--- src/cdfb_pkg.sv ---
// Shared types and constants for the calibrated DAC frame builder.
package cdfb_pkg;

    localparam int VOLT_FRACTION_BITS_DEF = 16;

    localparam int NUM_CH    = 4;
    localparam int CH_W      = 2;
    localparam int CODE_W    = 16;
    localparam int VOLTS_W   = 21;
    localparam int CFG_IDX_W = 4;

    localparam logic [7:0]        CMD_BASE       = 8'h10;
    localparam logic [CODE_W-1:0] CAL_RESET_LOW  = 16'd0;
    localparam logic [CODE_W-1:0] CAL_RESET_HIGH = 16'd26214;

    // Register index map
    localparam logic [CFG_IDX_W-1:0] CFG_IDX_LOW_BASE  = 4'd0;
    localparam logic [CFG_IDX_W-1:0] CFG_IDX_HIGH_BASE = 4'd4;
    localparam logic [CFG_IDX_W-1:0] CFG_IDX_END       = 4'd8;

    typedef enum logic {
        MODE_RAW   = 1'b0,
        MODE_PITCH = 1'b1
    } t_mode;

    typedef logic [NUM_CH-1:0][CODE_W-1:0] t_code_vec;

    typedef struct packed {
        t_code_vec lo;
        t_code_vec hi;
    } t_cal_set;

endpackage

--- src/cdfb_cal_regs.sv ---
// Calibration register file: low and high codes for the four channels.
module cdfb_cal_regs (
    input  logic                           i_clk,
    input  logic                           i_rst_n,
    input  logic                           i_cfg_valid,
    input  logic [cdfb_pkg::CFG_IDX_W-1:0] i_cfg_index,
    input  logic [cdfb_pkg::CODE_W-1:0]    i_cfg_data,
    output cdfb_pkg::t_cal_set             o_cal
);

    cdfb_pkg::t_code_vec r_lo;
    cdfb_pkg::t_code_vec r_hi;

    always_ff @(posedge i_clk) begin
        if (!i_rst_n) begin
            for (int i = 0; i < cdfb_pkg::NUM_CH; i++) begin
                r_lo[i] <= cdfb_pkg::CAL_RESET_LOW;
                r_hi[i] <= cdfb_pkg::CAL_RESET_HIGH;
            end
        end else if (i_cfg_valid) begin
            // drop writes beyond the last register
            if (i_cfg_index < cdfb_pkg::CFG_IDX_HIGH_BASE) begin
                r_lo[i_cfg_index[cdfb_pkg::CH_W-1:0]] <= i_cfg_data;
            end else if (i_cfg_index < cdfb_pkg::CFG_IDX_END) begin
                r_hi[i_cfg_index[cdfb_pkg::CH_W-1:0]] <= i_cfg_data;
            end
        end
    end

    assign o_cal.lo = r_lo;
    assign o_cal.hi = r_hi;

endmodule

--- src/calibrated_dac_frame_builder.sv ---
// Calibrated DAC frame builder: raw code pass-through or pitch interpolation.
// Pipeline: clamp stage, then multiply / shift / add stage into the output register.
// Throughput: one item per cycle while the output does not stall; the single
// 17 x (F+5) bit multiplier sets the critical path. An empty stage 1 still
// takes a request while the output stalls.
// Reset: pipeline empty, cal_low_* = 0, cal_high_* = 26214. No clearing pass.
module calibrated_dac_frame_builder #(
    parameter int VOLT_FRACTION_BITS = cdfb_pkg::VOLT_FRACTION_BITS_DEF
) (
    input  logic        i_clk,
    input  logic        i_rst_n,
    // input request
    input  logic        i_s_tvalid,
    output logic        o_s_tready,
    input  logic [39:0] i_s_tdata,  // channel[1:0], raw_code[17:2], volts[38:18], zero[39]
    input  logic        i_s_tuser,  // mode[0]
    // result
    output logic        o_m_tvalid,
    input  logic        i_m_tready,
    output logic [39:0] o_m_tdata,  // code[15:0], frame[39:16]
    // configuration write
    input  logic                           i_cfg_valid,
    output logic                           o_cfg_ready,
    input  logic [cdfb_pkg::CFG_IDX_W-1:0] i_cfg_index,
    input  logic [cdfb_pkg::CODE_W-1:0]    i_cfg_data
);

    localparam int F    = VOLT_FRACTION_BITS;
    localparam int XW   = F + 4;  // holds 8 * 2^F
    localparam int SW   = (((F + 5) > 22) ? (F + 5) : 22) + 1;
    localparam int DW   = cdfb_pkg::CODE_W + 1;
    localparam int PW   = DW + XW + 1;
    localparam int SH   = F + 3;

    localparam logic signed [SW-1:0] VOLT_OFS  = SW'(longint'(2) << F);
    localparam logic signed [SW-1:0] SPAN_S    = SW'(longint'(8) << F);
    localparam logic        [XW-1:0] SPAN_X    = XW'(longint'(8) << F);

    cdfb_pkg::t_cal_set w_cal;

    cdfb_cal_regs u_cal_regs (
        .i_clk       (i_clk),
        .i_rst_n     (i_rst_n),
        .i_cfg_valid (i_cfg_valid),
        .i_cfg_index (i_cfg_index),
        .i_cfg_data  (i_cfg_data),
        .o_cal       (w_cal)
    );

    assign o_cfg_ready = 1'b1;

    // ---------------- stage 1: field split, clamp, calibration select
    logic [cdfb_pkg::CH_W-1:0]    w_ch;
    logic [cdfb_pkg::CODE_W-1:0]  w_raw;
    logic [cdfb_pkg::VOLTS_W-1:0] w_volts;
    logic signed [SW-1:0]         w_v_ext;
    logic signed [SW-1:0]         w_t;
    logic [cdfb_pkg::CODE_W-1:0]  w_lo;
    logic [cdfb_pkg::CODE_W-1:0]  w_hi;
    logic [XW-1:0]                n_x;
    logic [cdfb_pkg::CODE_W-1:0]  n_hi_eff;
    logic signed [DW-1:0]         n_diff;

    assign w_ch    = i_s_tdata[1:0];
    assign w_raw   = i_s_tdata[17:2];
    assign w_volts = i_s_tdata[38:18];
    assign w_v_ext = SW'($signed(w_volts));
    assign w_t     = w_v_ext + VOLT_OFS;
    assign w_lo    = w_cal.lo[w_ch];
    assign w_hi    = w_cal.hi[w_ch];

    always_comb begin
        if (w_t <= 0) begin
            n_x = '0;
        end else if (w_t >= SPAN_S) begin
            n_x = SPAN_X;
        end else begin
            n_x = w_t[XW-1:0];
        end
        // equal codes: treat high as low + 1, wrapping
        n_hi_eff = (w_hi == w_lo) ? (w_lo + 16'd1) : w_hi;
        n_diff   = $signed({1'b0, n_hi_eff}) - $signed({1'b0, w_lo});
    end

    logic                         r_s1_valid;
    cdfb_pkg::t_mode              r_s1_mode;
    logic [cdfb_pkg::CH_W-1:0]    r_s1_ch;
    logic [cdfb_pkg::CODE_W-1:0]  r_s1_raw;
    logic [XW-1:0]                r_s1_x;
    logic [cdfb_pkg::CODE_W-1:0]  r_s1_lo;
    logic signed [DW-1:0]         r_s1_diff;

    logic w_adv;
    logic r_m_valid;

    assign w_adv      = !r_m_valid || i_m_tready;
    assign o_s_tready = !r_s1_valid || w_adv;

    always_ff @(posedge i_clk) begin
        if (!i_rst_n) begin
            r_s1_valid <= 1'b0;
        end else if (o_s_tready) begin
            r_s1_valid <= i_s_tvalid;
        end
    end

    always_ff @(posedge i_clk) begin
        if (i_s_tvalid && o_s_tready) begin
            r_s1_mode <= cdfb_pkg::t_mode'(i_s_tuser);
            r_s1_ch   <= w_ch;
            r_s1_raw  <= w_raw;
            r_s1_x    <= n_x;
            r_s1_lo   <= w_lo;
            r_s1_diff <= n_diff;
        end
    end

    // ---------------- stage 2: interpolate, floor, select
    logic signed [PW-1:0]        w_prod;
    logic signed [PW-1:0]        w_prod_sh;
    logic signed [DW-1:0]        w_sum;
    logic [cdfb_pkg::CODE_W-1:0] n_code;

    assign w_prod    = PW'(r_s1_diff) * PW'($signed({1'b0, r_s1_x}));
    assign w_prod_sh = w_prod >>> SH;  // floor division by the span
    assign w_sum     = $signed({1'b0, r_s1_lo}) + w_prod_sh[DW-1:0];

    always_comb begin
        case (r_s1_mode)
            cdfb_pkg::MODE_RAW:   n_code = r_s1_raw;
            cdfb_pkg::MODE_PITCH: n_code = w_sum[cdfb_pkg::CODE_W-1:0];
            default:              n_code = r_s1_raw;
        endcase
    end

    logic [cdfb_pkg::CODE_W-1:0] r_m_code;
    logic [cdfb_pkg::CH_W-1:0]   r_m_ch;

    always_ff @(posedge i_clk) begin
        if (!i_rst_n) begin
            r_m_valid <= 1'b0;
        end else if (w_adv) begin
            r_m_valid <= r_s1_valid;
        end
    end

    always_ff @(posedge i_clk) begin
        if (w_adv && r_s1_valid) begin
            r_m_code <= n_code;
            r_m_ch   <= r_s1_ch;
        end
    end

    logic [7:0] w_cmd;
    assign w_cmd      = cdfb_pkg::CMD_BASE | {5'd0, r_m_ch, 1'b0};
    assign o_m_tvalid = r_m_valid;
    assign o_m_tdata  = {w_cmd, r_m_code, r_m_code};

    // ---------------- assertions
    a_no_accept_into_full: assert property (@(posedge i_clk) disable iff (!i_rst_n)
        (i_s_tvalid && o_s_tready) |-> (!r_s1_valid || w_adv))
        else $error("input request taken while stage 1 held");

    a_raw_passthrough: assert property (@(posedge i_clk) disable iff (!i_rst_n)
        (r_s1_valid && w_adv && (r_s1_mode == cdfb_pkg::MODE_RAW))
        |=> (r_m_valid && (o_m_tdata[15:0] == $past(r_s1_raw))))
        else $error("raw code not passed through");

    a_low_clamp: assert property (@(posedge i_clk) disable iff (!i_rst_n)
        (r_s1_valid && w_adv && (r_s1_mode == cdfb_pkg::MODE_PITCH) && (r_s1_x == '0))
        |=> (o_m_tdata[15:0] == $past(r_s1_lo)))
        else $error("voltage at low limit did not give low code");

    a_stage_flow: assert property (@(posedge i_clk) disable iff (!i_rst_n)
        (r_s1_valid && w_adv) |=> r_m_valid)
        else $error("stage 1 item lost");

endmodule
--- config.mk ---
export PLATFORM = sky130hd
export DESIGN_NAME = calibrated_dac_frame_builder
export DESIGN_NICKNAME = d
export VERILOG_FILES = /design/src/cdfb_pkg.sv /design/src/cdfb_cal_regs.sv /design/src/calibrated_dac_frame_builder.sv
export SDC_FILE = /design/constraint.sdc
export NUM_CORES = 1
export LEC_CHECK = 0
export BUFFER_PORTS_ARGS = -buffer_cell sky130_fd_sc_hd__clkbuf_2
export CAP_MARGIN = 30
export CORE_UTILIZATION = 50
export DETAILED_ROUTE_END_ITERATION = 8
export GPL_TIMING_DRIVEN = 0
export MAX_ROUTING_LAYER = met4
export PLACE_DENSITY = 0.76
export SLEW_MARGIN = 10
export SYNTH_ARGS = -nofsm -noshare
export SYNTH_HDL_FRONTEND = slang
export SYNTH_SLANG_ARGS = --single-unit
--- constraint.sdc ---
create_clock -name i_clk -period 7.5 [get_ports i_clk]
set_input_delay 0.375 -clock i_clk [delete_from_list [all_inputs] [get_ports i_clk]]
set_output_delay 0.375 -clock i_clk [all_outputs]
set_load 0.02 [all_outputs]
==> key figures <==
STA
  – Final worst path period share: 1.134
  – RSZ-0062 raised after global routing: true
  – Final WS setup: -1.007 ns
  – Fin Clk Skew: 0.01559 ns
  – FMAX: 0.1175 GHz
  – Hold Fails Final Rpt: 0
  – Final setup violating endpoints: 10
  – Minimum clock period: 8.507 ns
  – Max Slew Vio Count: 0
  – Slew HR: 0.4312
  – Slew @ Worst Pin: 0.8467 ns
  – Hold slack: 0.04780 ns

Yosys
  – Post-synth EDFFs: 90
  – Ys async rst share: 0
  – Top-area cell type share of the netlist area: 0.2514
  – Seq/Total Area, Yosys: 0.2468
  – Register bit total from synthesis: 220
  – Post-synthesis average cell area: 9.306 um^2
  – Cell variety after synth: 64
  – Yosys top cell by area: fa_1
  – Cell count after synthesis: 2310
  – Synth warn: 0
  – Mapped cell area: 21500 um^2
  – Most common flop cell mapped by yosys: dfxtp_1
  – Area contributors post-synth: fa_1, edfxtp_1, dfxtp_1, ha_1, nand2_1

Finish
  – Post-route non-filler standard cell count: 3019
  – Final net count: 2949
  – Layout area overhead: 12.97%
  – Share of cells above drive strength 1: 0.1456
  – N_diodes: 0
  – Post-Layout Inst Area: 24280 um^2

Floorplan
  – Die W: 209.4 um
  – Initial core utilization: 0.5102
  – Core Rows: 75
  – Core area: 42130 um^2
  – Die area: 43830 um^2
  – Die height: 209.4 um
  – IO Pins: 109

Worst setup path
  – Crit path capture type: flop
  – Worst R2R Setup Slack: -1.01 ns
  – WP data arrival: 8.75 ns
  – Crit path launch: r_s1_x[7]
  – Worst setup path class: flop to flop
  – Worst setup path end: r_m_code[15]
  – Cells on worst reg2reg path: 32
  – Crit path max-delay cell type: fa_2
  – Most used cell, CP: fa_1
  – Max incr delay on CP: 0.54 ns
  – Critical Path RT: 7.75 ns
  – Worst r2r dst: r_m_code[15]
  – Critical R2R Launch: r_s1_x[7]
  – Critical Path Start Type: flop
  – Crit Path Max Fanout: 5

Hold path
  – Worst hold start: i_s_tdata[4]
  – Hold Crit Class: primary input to flop

CTS
  – Latest clock arrival within the worst-skew pair: 0.51 ns
  – H-tree depth: 1
  – Clock transition at path regs: 0.06 ns
  – Max clock buf depth: 3
  – Hold Buf Count CTS: 0
  – TritonCTS clock tree: yes
  – Clk root buf: clkbuf_16
  – TritonCTS buffer count: 22
  – Clock tree sinks: 220

Flow run
  – Maxcap violations: 0

Outcome
  – Failing checks: negative setup slack
  – Status: finished, violations left

Route
  – Drt wl/cell: 18.63 um
  – First DRT Iteration DRCs: 1020
  – Post-DR vias/cell: 5.392
  – Remaining DRCs: 0
  – Drt pass-1 iters: 5
  – Via count: 16277
  – Aggregate routed wire length: 56230 um
  – Post-DRT Antenna Nets: 0

Placed design
  – Placed cells: 2940
  – Placer Congestion: 0.9543
  – Hpwl dp: 44040 um
  – Worst slack at placement: -1.619 ns
  – PortBufs: 83
  – Area after DPL: 22800 um^2

GRT
  – Largest net degree at the start of global routing: 55
  – First-pass GRT wire length: 90650 um
  – Total grt overflow: 0
  – Vias in the first global route: 17452
  – Initial antenna violation count: 0
  – Total track usage: 0.2716
[Yosys cell counts (5+ instances only)]
cell type / count
edfxtp_1: 90
xor2_1: 14
a21oi_1: 48
nand2_1: 442
nor2b_1: 9
or3_1: 7
buf_2: 7
and3_1: 6
a21boi_0: 97
a21o_1: 17
nor3_1: 16
ha_1: 149
o21ai_0: 17
xnor2_1: 58
clkbuf_1: 96
buf_4: 37
mux2_2: 11
fa_1: 270
nor4_1: 6
nand4_1: 8
dfxtp_1: 130
mux4_2: 32
a211oi_1: 6
o21a_1: 5
inv_1: 372
nand2b_1: 12
nor2_1: 59
and2_1: 188
nand3_1: 46
[critical path: cells and delay by family, from the launching register on]
family / cells / cell delay, ns
simple gates: 7 / 1.10
fa+ha+maj: 8 / 3.54
compound gates: 11 / 2.61
xor+xnor: 1 / 0.09
buf+inv: 5 / 0.40
flops: 1 / 0.50
[repair_timing]
| item | in CTS | in global routing |
|---|---|---|
| pin swaps | 21 | 42 |
| resized for setup | 73 | 57 |
| buffers inserted | 31 | 13 |
| setup endpoints to repair | 13 | 13 |
| endpoints found under the hold margin | 0 | 0 |
[worst min path at each step]
stage / end / slack (ns) / cells past startpoint
floorplan: r_m_ch[0] / 0.40 / 0
global placement: r_m_ch[1] / 0.41 / 0
detailed placement: r_m_ch[0] / 0.41 / 0
CTS: r_s1_raw[2] / 0.04 / 1
global route: r_s1_raw[7] / 0.04 / 1
finish: r_s1_raw[2] / 0.05 / 1
[layer usage]
metal / vias up / routed length [um] / global-route usage
met1: 8050 / 21960 / 0.3134
met4: 0 / 2703 / 0.1136
met3: 174 / 3125 / 0.03053
met5: - / 0 / -
met2: 547 / 28450 / 0.4799
li1: 7506 / - / -
[flip-flops by register name, indices dropped and copies added (netlist names)]
| signal | flops |
|---|---|
| o_m_tvalid | 1 |
| r_s1_x | 20 |
| r_m_ch | 2 |
| r_s1_lo | 16 |
| r_s1_diff | 17 |
| r_s1_mode | 1 |
| r_s1_ch | 2 |
| r_s1_raw | 16 |
| u_cal_regs.o_cal | 128 |
| r_s1_valid | 1 |
| r_m_code | 16 |
[through the flow]
stage	util	setup TNS [ns]
2_1_floorplan	-	-0.4273
3_3_place_gp	0.5397	-10.20
3_5_place_dp	0.5410	-11.20
4_1_cts	0.5695	-5.107
5_1_grt	0.5764	-8.595
6_report	0.5764	-5.681
[final cells by class]
cell class,count,area [um^2]
Clock buffer,31,639.4
Tap cell,539,674.4
Clock inverter,9,80.08
Multi-Input combinational cell,1582,14550
Timing Repair Buffer,128,822.0
Fill cell,3564,17850
Sequential cell,220,5305
Inverter,372,1396
Buffer,138,820.8
[cell families after synthesis]
kind of cell             count (synthesis)  share of synthesized area
adder cells (fa/ha/maj)                419                     0.3382
AO/OA/AOI/OAI                          224                    0.07241
XOR/XNOR                                72                    0.02933
buffers and inverters                  513                    0.09644
other                                    2                  0.0003494
AND/OR/NAND/NOR                        815                     0.1762
flip-flops                             220                     0.2468
multiplexers                            45                    0.04028
[cells in the final DEF (no fill, tap or decap), types with 6 or more instances in the layout]
master / n
or3_1: 7
xnor2_1: 53
nand4_1: 8
and2_4: 7
and3_1: 6
mux2_4: 6
a21oi_2: 6
ha_1: 139
clkbuf_1: 53
nor4_1: 6
dfxtp_1: 130
clkbuf_8: 7
buf_6: 7
conb_1: 7
nand3_1: 45
ha_4: 7
nand2_1: 441
a21o_1: 17
o21ai_0: 14
inv_1: 369
edfxtp_1: 90
nand2b_1: 12
a21oi_1: 39
buf_4: 73
xor2_1: 12
nor2b_1: 8
a21boi_0: 96
nor3_1: 16
buf_2: 8
clkbuf_2: 110
clkbuf_4: 9
and2_1: 181
mux4_2: 32
fa_1: 265
nor2_1: 58
clkbuf_16: 25
Power is not shown: default switching activity piles up to over one toggle a cycle in this logic, so the estimate is an artifact.
